### src/mvs_div.sv
// ----------------------------------------------------------------------------
// mvs_div
// Unsigned restoring divider, one quotient bit per cycle.
// ----------------------------------------------------------------------------
module mvs_div #(
    parameter int NUM_W = 42,
    parameter int DEN_W = 11
) (
    input  logic             clk,
    input  logic             rst_n,
    input  logic             start,
    input  logic [NUM_W-1:0] numer,
    input  logic [DEN_W-1:0] denom,
    output logic             done,
    output logic [NUM_W-1:0] quot
);

    localparam int CNT_BITS = $clog2(NUM_W + 1);

    logic [NUM_W-1:0]    quot_reg, quot_next;
    logic [DEN_W-1:0]    rem_reg, rem_next;
    logic [DEN_W-1:0]    den_reg;
    logic [CNT_BITS-1:0] cnt_reg, cnt_next;
    logic                busy_reg, busy_next;
    logic                done_reg, done_next;
    logic [DEN_W:0]      rem_sh;
    logic                ge;

    // one restoring step
    assign rem_sh = {rem_reg, quot_reg[NUM_W-1]};
    assign ge     = rem_sh >= {1'b0, den_reg};

    always_comb
    begin
        quot_next = quot_reg;
        rem_next  = rem_reg;
        cnt_next  = cnt_reg;
        busy_next = busy_reg;
        done_next = 1'b0;
        if (start)
        begin
            quot_next = numer;
            rem_next  = '0;
            cnt_next  = CNT_BITS'(NUM_W);
            busy_next = 1'b1;
        end
        else if (busy_reg)
        begin
            quot_next = {quot_reg[NUM_W-2:0], ge};
            rem_next  = ge ? DEN_W'(rem_sh - {1'b0, den_reg}) : DEN_W'(rem_sh);
            cnt_next  = cnt_reg - 1'b1;
            if (cnt_reg == CNT_BITS'(1))
            begin
                busy_next = 1'b0;
                done_next = 1'b1;
            end
        end
    end

    // control state
    always_ff @(posedge clk or negedge rst_n)
    begin
        if (!rst_n)
        begin
            busy_reg <= 1'b0;
            done_reg <= 1'b0;
            cnt_reg  <= '0;
        end
        else
        begin
            busy_reg <= busy_next;
            done_reg <= done_next;
            cnt_reg  <= cnt_next;
        end
    end

    // datapath
    always_ff @(posedge clk)
    begin
        quot_reg <= quot_next;
        rem_reg  <= rem_next;
        if (start)
        begin
            den_reg <= denom;
        end
    end

    assign done = done_reg;
    assign quot = quot_reg;

endmodule

### config.mk
export PLATFORM = sky130hd
export DESIGN_NAME = mvs_div
export DESIGN_NICKNAME = d
export VERILOG_FILES = /design/src/mvs_div.sv
export SDC_FILE = /design/constraint.sdc
export NUM_CORES = 1
export LEC_CHECK = 0
export ABC_AREA = 1
export ABC_CLOCK_PERIOD_IN_PS = 2800
export BUFFER_PORTS_ARGS = -buffer_cell sky130_fd_sc_hd__buf_2
export CAP_MARGIN = 0
export CORE_UTILIZATION = 57
export CTS_CLUSTER_SIZE = 14
export DETAILED_ROUTE_END_ITERATION = 8
export PLACE_DENSITY_LB_ADDON = 0.25
export SETUP_SLACK_MARGIN = 0.4
export SLEW_MARGIN = 30
export SYNTH_ARGS = -nofsm -noshare
export SYNTH_HDL_FRONTEND = slang
export SYNTH_SLANG_ARGS = --single-unit
export TNS_END_PERCENT = 100
### constraint.sdc
create_clock -name clk -period 2.8 [get_ports clk]
set_input_delay 0.42 -clock clk [delete_from_list [all_inputs] [get_ports clk]]
set_output_delay 0.42 -clock clk [all_outputs]
set_load 0.05 [all_outputs]
Word level (Yosys, flattened, before mapping) --
Cells that the tools add are included. W data, S select, Z words.
Cells by class: order comparisons 1, multiplexer cells 11, add/sub/neg operators 2, equal/unequal tests 1, reduce and logical (&&, ||, !) cells 1
Operators with widths (number):
- $mux W42 | 2
- $ge A12 B11 Y1 | 1
- $mux W6 | 2
- $mux W11 | 1
- $sub A11 B11 Y11 | 1
- $eq A6 B1 Y1 const B | 1
- $mux W1 | 6
- $sub A6 B1 Y6 const B | 1
- $reduce_bool A2 Y1 | 1
Word-level totals: logic and storage cells 22, output and inout port bits 43, input bits 56, register bits after elaboration 72

Depth between registers and ports, before layout --
depth after elaboration 4, mapped depth 12, mapped depth without buffers 12

Worst setup path before layout --
No wires, ideal clock.
kind register to register, start point reg quot_reg[41] (netlist: quot[41]), end point reg rem_reg[10], stages on the path, launching flop included 13, required time 2.687 ns, slack 0.583 ns, period minus slack after synthesis 2.217 ns, arrival 2.104 ns, path through edfxtp_1 inv_1 ha_1 fa_1 inv_1 nand3_1 nand3_1 nand2_1 nand4_2 buf_6 nand3_1 nand3_1 nand2_1
On the way: longest elaborated chain between the ends 2
RTL lines:
- start, declared | line 20 | logic [NUM_W-1:0] quot_reg, quot_next;
- start signal, assigned | line 80 | quot_reg <= quot_next;
- $sub A11 B11 Y11 or $ge A12 B11 Y1 (tied branches) | line 50, 31
- $mux W11 (*) | line 50 | rem_next = ge ? DEN_W'(rem_sh - {1'b0, den_reg}) : DEN_W'(rem_sh);
- end signal, assigned | line 81 | rem_reg <= rem_next;
- end, declared | line 21 | logic [DEN_W-1:0] rem_reg, rem_next;
Every way passes the cells marked *; elsewhere a longest branch is shown, timed or not. A chain may end at the register's enable or synchronous reset.

Final worst setup path --
start point reg quot_reg[41] (netlist: quot[41]), end point reg rem_reg[9]
The elaborated chain is that of the path after synthesis.

==> metrics.cfg <==
[clock_tree]
root_buffer=clkbuf_8
cts_resized=0
clock_sinks=72
cts_buffers=9
cts_tree=yes
clk_pin_slew_ps=80
postCtsSetupRepairBufs=0
clock_latency_ps=350
htree_levels=3
clockBufferDepth=2

[logic_synthesis]
syn_area_per_cell_um2=8.334
synth_xor_area_share_pct=0.7085
synth_edf_count=53
synthArstFlopShare_pct=11.11
synth_compound_area_share_pct=1.923
synth_top_flop_cell=edfxtp_1
yosysWarnings=0
ys_seq_elements=72
synth_cell_types=28
synth_fa_ha_area_share_pct=4.926
synthMuxAreaShare_pct=0
synth_top_family_by_area=simple AND/OR/NAND/NOR gates
syn_nets=515
ys_seq_area_share_pct=54.25
synthSimpleGateAreaFrac_pct=30.70
synthCells=445
syn_area_um2=3709

[die]
row_count=29
die_height_um=82.66
fp.coreArea_um2=6314
start_util_pct=58.74
fp.dieW_um=82.66
dieArea_um2=6833
ioPinCount=99

[routing]
first_pass_iters=5
drc=0
wl_mm=8.292
wl_per_cell_um=13.20
vias_per_cell=5.232
vias=3286
postRouteAntennaNets=0
drt_iter0_drc=182

[setup_path]
cpMostUsedCell=nand3_1
start_kind=flip-flop
arrival_ps=2340
slowest_stage=fa_1
cp-startpoint=quot[41]$_DFFE_PP_
path_class=flip-flop to flip-flop
path_max_fanout=12
r2r-start=quot[41]$_DFFE_PP_
endpoint_kind=flip-flop
required_ps=3040
cpPeakStageDelay_ps=410
worstPathCellList=inv_1, ha_1, fa_1, inv_1, nand3_1, nand3_1, nand2_1, nand4_2, nand3_1, nand3_1, nand2_1

[timing]
layout_min_cycle_time_ps=2101
setup_viol=0
fin_tns_setup_ps=0
skew_ps=7.936
worst_pin_slew_ps=882.0
finalCritPeriodShare_pct=75.03
slew_headroom_pct=40.98
rsz0062_at_grt=no
hold_viol=0
maxSlewViolCount=0
max_freq_mhz=476.0
worst_slack_ps=699.1

[layout]
layout.cells.most_common=nand2_1
fill_cells=506
fin_nets=616
areaGrowthSynthToFinish_pct=20.24
drive_above_1_share_pct=23.23
fin_util_pct=70.63
n_antenna_cell=0
largest_register_ffs=42
most-common-layout-cells=nand2_1 (203), buf_2 (98), edfxtp_1 (53), inv_1 (50), nand3_1 (33)

[grt]
grt_max_degree=47
gr-total-overflow=0
grt_pass1_wl_mm=13.21
antenna_found_initial=0
grt_pass1_vias=2972
grt_usage_pct=26.05

[power]
fin_total_pwr_w=0.003613
p_leak_nw=2.380
power_density_nw_per_um2=810.2
ir_worst_vdd_mv=0.4349

[placed_design]
hpwl_mm=5.836
place_ws_ps=723.9
finalWeightedCongestion=0.8988
numPortBuffers=98

[flow_run]
max-cap-violations=0

[min_path]
min_from=denom[8]
hold_class=primary input to flip-flop

[status]
status=finished clean

[synthesized netlist by cell type (2+ instances only)]
master / count / area [um^2]
nand2_1: 203 / 762.0
edfxtp_1: 53 / 1592
inv_1: 50 / 187.7
nand3_1: 33 / 165.2
nor2_1: 15 / 56.30
nand4_1: 14 / 87.58
ha_1: 13 / 162.7
dfxtp_1: 11 / 220.2
clkbuf_1: 8 / 30.03
dfrtp_1: 8 / 200.2
a21oi_1: 7 / 35.03
o21ai_0: 4 / 20.02
buf_2: 3 / 15.01
inv_2: 3 / 11.26
nand2_2: 3 / 18.77
nor3_1: 3 / 15.01
buf_6: 2 / 22.52
xnor2_1: 2 / 17.52
[layout make-up]
type                       count  area [um^2]  area share (%)
clock buffer                  10        127.6           2.862
clock inverter                 6        60.06           1.347
inverter                      53        198.9           4.461
sequential                    72         2012           45.12
tap                           77        96.34           2.160
multi-input combinational    305         1419           31.82
timing repair buffer         105        545.5           12.23
[cell families (layout without fill, tap and decap cells)]
group,Yosys count,count (layout)
adder cells (fa/ha/maj),14,14
buffers and inverters,68,174
AO/OA/AOI/OAI,13,13
flip-flops,72,72
AND/OR/NAND/NOR,275,275
XOR/XNOR,3,3
[report_power, final]
group	leakage (nW)	internal, W	total, W	switching [W]
Sequential	0.752	0.00131	0.00142	0.000104
Clock	0.0941	0.000409	0.000803	0.000394
Combinational	1.53	0.000457	0.00139	0.000937
[routing by layer]
metal  vias up  track usage (%)  routed length (um)
met3        22            7.363                 499
met4         0            11.03                 200
met2       119            41.15                3954
met5         -                0                   0
met1      1524            33.55                3637
li1       1621                -                   -
[what timing repair did]
| action | in CTS | in global routing |
|---|---|---|
| hold buffers | 1 | 0 |
| endpoints found under the setup margin | 0 | 0 |
| hold endpoints to repair | 8 | 0 |
[path summary, 6_finish.rpt]
kind	slack [ps]	end	cells after the start
setup / recovery	700	rem_reg[9]$_SDFFE_PP0P_	11
hold / removal	250	den_reg[8]$_DFFE_PP_	1
setup reg to reg	700	rem_reg[9]$_SDFFE_PP0P_	11
hold reg to reg	480	rem_reg[10]$_SDFFE_PP0P_	2
max in group asynchronous	2170	cnt_reg[4]$_DFFE_PN0P_	2
min in group asynchronous	460	cnt_reg[0]$_DFFE_PN0P_	2
[worst max-delay path, delay by kind of cell, from the launching register on]
family	cells	cell delay (ps)
AND/OR/NAND/NOR	7	860
buffers and inverters	2	150
flip-flops	1	350
adder cells (fa/ha/maj)	2	630
[through the flow]
stage          area [um^2]  hold slack [ps]  instances
6_report              4459            248.8        628
5_1_grt               4459            230.2        628
2_1_floorplan         3709            124.4        445
3_5_place_dp          4262            267.3        611
3_3_place_gp          4262            267.9        611
4_1_cts               4459            237.0        628
No activity file was read; power rests on OpenSTA's default activity.
