**config.mk**
```make
export PLATFORM = sky130hd
export DESIGN_NAME = mvs_sqrt
export DESIGN_NICKNAME = d
export VERILOG_FILES = /design/src/mvs_pkg.sv /design/src/mvs_sqrt.sv
export SDC_FILE = /design/constraint.sdc
export NUM_CORES = 1
export LEC_CHECK = 0
export ABC_AREA = 1
export BUFFER_PORTS_ARGS = -buffer_cell sky130_fd_sc_hd__buf_2
export CORE_ASPECT_RATIO = 2
export CORE_MARGIN = 5
export CORE_UTILIZATION = 45
export CTS_BUF_LIST = sky130_fd_sc_hd__clkbuf_16
export DETAILED_ROUTE_END_ITERATION = 7
export GPL_TIMING_DRIVEN = 0
export PLACE_DENSITY = 0.71
export SYNTH_ARGS = -nofsm -noshare
export SYNTH_HDL_FRONTEND = slang
export SYNTH_SLANG_ARGS = --single-unit
```
**constraint.sdc**
```tcl
create_clock -name clk -period 4.85 [get_ports clk]
set_clock_uncertainty 0.1 [all_clocks]
set_input_delay 0.485 -clock clk [delete_from_list [all_inputs] [get_ports clk]]
set_output_delay 0.485 -clock clk [all_outputs]
set_load 0.01 [all_outputs]
```
**src/mvs_pkg.sv**
```systemverilog
// ----------------------------------------------------------------------------
// mvs_pkg
// Shared widths, status codes and sequencer states for the mean, variance
// and standard deviation engine.
// ----------------------------------------------------------------------------
package mvs_pkg;

    // payload widths
    localparam int SAMPLE_W    = 16;
    localparam int SUM_W       = 27;
    localparam int TOTAL_W     = 26;
    localparam int VAR_W       = 32;
    localparam int ROOT_W      = 16;
    localparam int COUNT_OUT_W = 11;
    localparam int STATUS_W    = 2;
    localparam int CFG_W       = 1;

    // default store depth
    localparam int DEF_MAX_SAMPLES = 1024;

    // status codes
    localparam logic [STATUS_W-1:0] STATUS_OK      = 2'd0;
    localparam logic [STATUS_W-1:0] STATUS_NO_DOF  = 2'd1;
    localparam logic [STATUS_W-1:0] STATUS_DROPPED = 2'd2;

    // sequencer states
    typedef enum logic [5:0] {
        ST_IDLE = 6'b000001,
        ST_MEAN = 6'b000010,
        ST_PASS = 6'b000100,
        ST_VAR  = 6'b001000,
        ST_ROOT = 6'b010000,
        ST_DONE = 6'b100000
    } state_t;

endpackage

```
**src/mvs_sqrt.sv**
```systemverilog
// ----------------------------------------------------------------------------
// mvs_sqrt
// Floor integer square root of a 32-bit value, one bit pair per cycle.
// ----------------------------------------------------------------------------
module mvs_sqrt (
    input  logic                          clk,
    input  logic                          rst_n,
    input  logic                          start,
    input  logic [mvs_pkg::VAR_W-1:0]     radicand,
    output logic                          done,
    output logic [mvs_pkg::ROOT_W-1:0]    root
);
    import mvs_pkg::*;

    logic [VAR_W-1:0] rem_reg, rem_next;
    logic [VAR_W-1:0] res_reg, res_next;
    logic [VAR_W-1:0] bit_reg, bit_next;
    logic             busy_reg, busy_next;
    logic             done_reg, done_next;
    logic [VAR_W:0]   trial;

    assign trial = {1'b0, res_reg} + {1'b0, bit_reg};

    // one digit step
    always_comb
    begin
        rem_next  = rem_reg;
        res_next  = res_reg;
        bit_next  = bit_reg;
        busy_next = busy_reg;
        done_next = 1'b0;
        if (start)
        begin
            rem_next  = radicand;
            res_next  = '0;
            bit_next  = VAR_W'(1) << (VAR_W - 2);
            busy_next = 1'b1;
        end
        else if (busy_reg)
        begin
            if ({1'b0, rem_reg} >= trial)
            begin
                rem_next = VAR_W'({1'b0, rem_reg} - trial);
                res_next = (res_reg >> 1) + bit_reg;
            end
            else
            begin
                res_next = res_reg >> 1;
            end
            bit_next = bit_reg >> 2;
            if (bit_reg[0])
            begin
                busy_next = 1'b0;
                done_next = 1'b1;
            end
        end
    end

    // control state
    always_ff @(posedge clk or negedge rst_n)
    begin
        if (!rst_n)
        begin
            busy_reg <= 1'b0;
            done_reg <= 1'b0;
        end
        else
        begin
            busy_reg <= busy_next;
            done_reg <= done_next;
        end
    end

    // datapath
    always_ff @(posedge clk)
    begin
        rem_reg <= rem_next;
        res_reg <= res_next;
        bit_reg <= bit_next;
    end

    assign done = done_reg;
    assign root = res_reg[ROOT_W-1:0];

endmodule

```
# Yosys cells after proc, flatten, opt, wreduce, memory -nomap -nowiden
# Index checks and enable logic that the tools add are counted.
dict set report word_totals {
  ff_bits 82
  latchBits 0
  mem_bits_rw 0
  mem_bits_ro 0
  input_bits 35
  memories 0
}
dict set report op_classes {
  add_sub_neg 3
  mul 0
  div 0
  order_cmp 1
  n_eq_ne 0
  shifts 0
  mux 10
  bitwise 0
  n_reduce_logical 3
}
# operator count
set op_table {}
lappend op_table {{$mux 32} 4}
lappend op_table {{$add 32x31->33} 1}
lappend op_table {{$ge 32x33->1} 1}
lappend op_table {{$add 31x31->32} 1}
lappend op_table {{$sub 32x32->32} 1}
lappend op_table {{$mux 1} 6}
lappend op_table {{$reduce_bool 2->1} 2}
lappend op_table {{$reduce_and 2->1} 1}

# Longest topological paths before layout
dict set report logic_depth {
  depth_word 5
  depth_mapped 29
  depth_no_buf 28
}

# Worst setup path after synthesis
# No wires, ideal clock.
dict set report synth_path {
  path_kind {register to register}
  start {register res_reg[2]}
  end {register rem_reg[0], enable pin}
  arrival_ns 3.701
  required_ns 4.361
  slack_ns 0.660
  path_stages_with_launch 26
  n_path_buf 1
  period_less_slack_ns 4.190
  path_cell_list {dfxtp_1 ha_1 nand3_1 nand2_1 nand2_1 nand2_1 nand2_1 nand2_1 a21oi_1 o21ai_0 a21oi_1 xor2_1 ha_1 nand2_1 nor2_1 nand2_1 nor2_1 nand2_1 nand2_1 nand2_1 nand2_2 nand2_4 nand2_4 buf_6 nand2_1 nand2_1}
}
dict set report synth_via {
  elab_chain_len 4
}
# item line_no
set synth_lines {}
lappend synth_lines {{from (decl)} mvs_sqrt.sv:16} ;# logic [VAR_W-1:0] res_reg, res_next;
lappend synth_lines {{from (signal assigned)} mvs_sqrt.sv:78} ;# res_reg <= res_next;
lappend synth_lines {{$add 32x31->33} mvs_sqrt.sv:22} ;# assign trial = {1'b0, res_reg} + {1'b0, bit_reg};
lappend synth_lines {{$ge 32x33->1} mvs_sqrt.sv:41} ;# if ({1'b0, rem_reg} >= trial)
lappend synth_lines {{$reduce_bool 2->1 (no source line)} --}
lappend synth_lines {{$reduce_and 2->1 (no source line)} --}
lappend synth_lines {{to (signal assigned)} mvs_sqrt.sv:77} ;# rem_reg <= rem_next;
lappend synth_lines {{to (decl)} mvs_sqrt.sv:15} ;# logic [VAR_W-1:0] rem_reg, rem_next;
# No other way between the ends.
# A chain may end at the register's enable or synchronous reset.

# Worst setup path after layout
dict set report layout_path {
  start {register res_reg[2]}
  end {register rem_reg[3], enable pin}
}
# The elaborated chain is that of the path after synthesis.

==> results.toml <==
[route]
drt-met1-wl_um = 9710
routed-via-count = 9094
wl_um = 29500
dr_wl_met2_um = 15900
first_pass_iters = 5
drc = 0
drt_iter0_markers = 437
ant_nets = 0
wl_per_cell_um = 17.5
route.met3.wl_um = 963
vias_per_cell = 5.39
top_layer = "met4"

[critical_path]
r2r_end = "rem_reg[3]"
end_kind = "flop"
required_ps = 4800
critPathMaxFanout = 21
r2r_start = "res_reg[2]"
start_kind = "flop"
worst-endpoint-arrival_ps = 4590
critical_path_class = "flop to flop"
reg2reg_depth = 26
worst-r2r-setup-slack_ps = 210

[global_routing]
grt_pass1_wl_um = 46400
grt_usage_pct = 27.1
grt_max_degree = 22
grt_pass1_vias = 9570
antenna_found_initial = 0
grt.overflow.total = 0

[worst_hold_path]
holdPathStages = 3
hp-start = "radicand[20]"
hp-class = "primary input to flop"
whs_endpoint = "rem_reg[20]"

[synthesis]
ys_types = 50
synth_nets = 1460
async_reset_ff_share_pct = 2.44
ys_ff_latch = 82
yosysSeqAreaShare_pct = 23.0
netlist_area_mm2 = 0.00857
synthFlopType = "dfxtp_1"
synth_enable_flop_cells = 32
avgSynthCellArea_um2 = 6.31
yosysWarnings = 0
netlist_instances = 1358

[floorplanning]
fp.dieW_um = 108
initial_utilization_pct = 45.5
die-area_mm2 = 0.0221
num_rows = 71
core-area_mm2 = 0.0188
die_y_um = 205
ios = 52

[cells_and_area]
most-common-layout-cells = "nand2_1, inv_1, nand3_1"
area_delta_synth_final_pct = 11.2
n_antenna_cell = 0
layout_commonest_cell = "nand2_1"
stdcell_area_mm2 = 0.00953
multi_input_area_mm2 = 0.00569
layout-drive-gt1-share_pct = 11.2
regArea_mm2 = 0.00197
fillers = 2060
finalNetCount = 1529

[clock_tree]
clock_sinks = 82
cts_tree = "done"
cts-root-buf = "clkbuf_16"
clock_latency_ps = 350
clk_pin_slew_ps = 70
htreeDepth = 3
cts_buffers = 9
cts_buffer_depth = 2

[timing]
grt_setup_unrepaired = "no"
fin_crit_sh_pct = 95.6
relSlewSlack_pct = 38.5
finalHoldViolations = 0
finalSetupViolations = 0
drv_slew = 0
max_freq_ghz = 0.216
period_needed_ps = 4640
whs_ps = 303
worst_pin_slew_ps = 915

[power_and_ir_drop]
total_power_w = 0.00585
total_leakage_power_nw = 4.52
power_density_mw_per_mm2 = 614
peakVddDrop_uv = 341

[placement]
port_buffers = 51
hpwlAfterDp_um = 24500
postPlaceCellArea_mm2 = 0.00917
routabilityCongestion = 0.952

[flow_run]
max_cap_viol_count = 0

[status]
status = "complete, no violations"
==> cell type report <==
cell class | count | share of cell area [%]
Tap cell | 255 | 3.35
Multi-Input combinational cell | 1061 | 59.8
Clock inverter | 7 | 0.538
Timing Repair Buffer | 58 | 3.47
Buffer | 60 | 3.72
Clock buffer | 9 | 2.36
Sequential cell | 82 | 20.7
Inverter | 155 | 6.11
==> cell families (layout without fill, tap and decap cells) <==
kind of cell | count (synthesis) | count (layout) | synth area share, %
buffers and inverters | 215 | 289 | 10.9
flip-flops | 82 | 82 | 23.0
AO/OA/AOI/OAI | 205 | 205 | 13.4
adder cells (fa/ha/maj) | 67 | 67 | 9.87
AND/OR/NAND/NOR | 732 | 732 | 37.0
XOR/XNOR | 57 | 57 | 5.82
==> layer usage <==
metal / vias to the layer above / global-route usage [%]
li1: 4573 / -
met1: 4092 / 23.8
met2: 288 / 52.4
met3: 141 / 2.57
met4: 0 / 23.9
met5: - / 0
==> repair_timing <==
item | 4_1_cts | 5_1_grt
buffers inserted | 0 | 5
hold buffers | 1 | 0
resized for setup | 2 | 11
endpoints found under the setup margin | 32 | 32
endpoints found under the hold margin | 2 | 0
==> power breakdown <==
group          leakage (nW)  switching (W)  internal (W)
clock                 0.131       0.000312      0.000351
combinational          3.65        0.00250       0.00148
sequential            0.749       0.000181       0.00103
total                  4.52        0.00299       0.00286
==> cells in the mapped netlist (all sizes together), types with 18 or more instances <==
cell type	number	area, µm²
xor2	31	272
clkbuf	18	67.6
o21ai	73	377
a21oi	97	504
buf	42	287
dfxtp	48	961
ha	66	826
xnor2	26	228
inv	155	582
nand3	139	738
nor2	121	462
nand2	415	1600
edfxtp	32	961
==> metrics by stage <==
stage | setup TNS, ps | setup WS, ps | utilization [%] | std cells
finish | 0 | 214 | 50.6 | 1687
global route | 0 | 8.58 | 50.6 | 1687
CTS | 0 | 59.6 | 50.3 | 1682
detailed placement | -5250 | -230 | 48.7 | 1665
global placement | -19560 | -617 | 48.6 | 1664
floorplan | 0 | 660 | - | 1358
==> worst max path at each step <==
stage	end	from	depth (start not counted)
after floorplan	rem_reg[0]	res_reg[2]	25
after global placement	rem_reg[0]	res_reg[8]	23
after detailed placement	rem_reg[0]	res_reg[2]	26
after CTS	rem_reg[0]	res_reg[2]	26
after global routing	rem_reg[6]	bit_reg[16]	24
final	rem_reg[3]	res_reg[2]	26
==> critical path: stages, from the launching register on <==
cell,delay [ps]
dfxtp_1,370
ha_1,360
nand3_1,90
nand2_1,100
nand2_1,70
nand2_2,120
nand2_1,80
nand2_1,160
nand2_1,90
o211ai_1,240
a21oi_1,150
xor2_1,180
ha_2,410
nand2_2,120
nor2_4,190
nand3b_1,90
nor2_1,120
nand2_1,140
nand2_1,90
nand2_1,60
nand2_2,70
nand2_4,120
nand2_4,150
buf_6,170
nand2_1,110
nand2_4,160
buf_16,190
No activity file was read; power rests on OpenSTA's default activity.
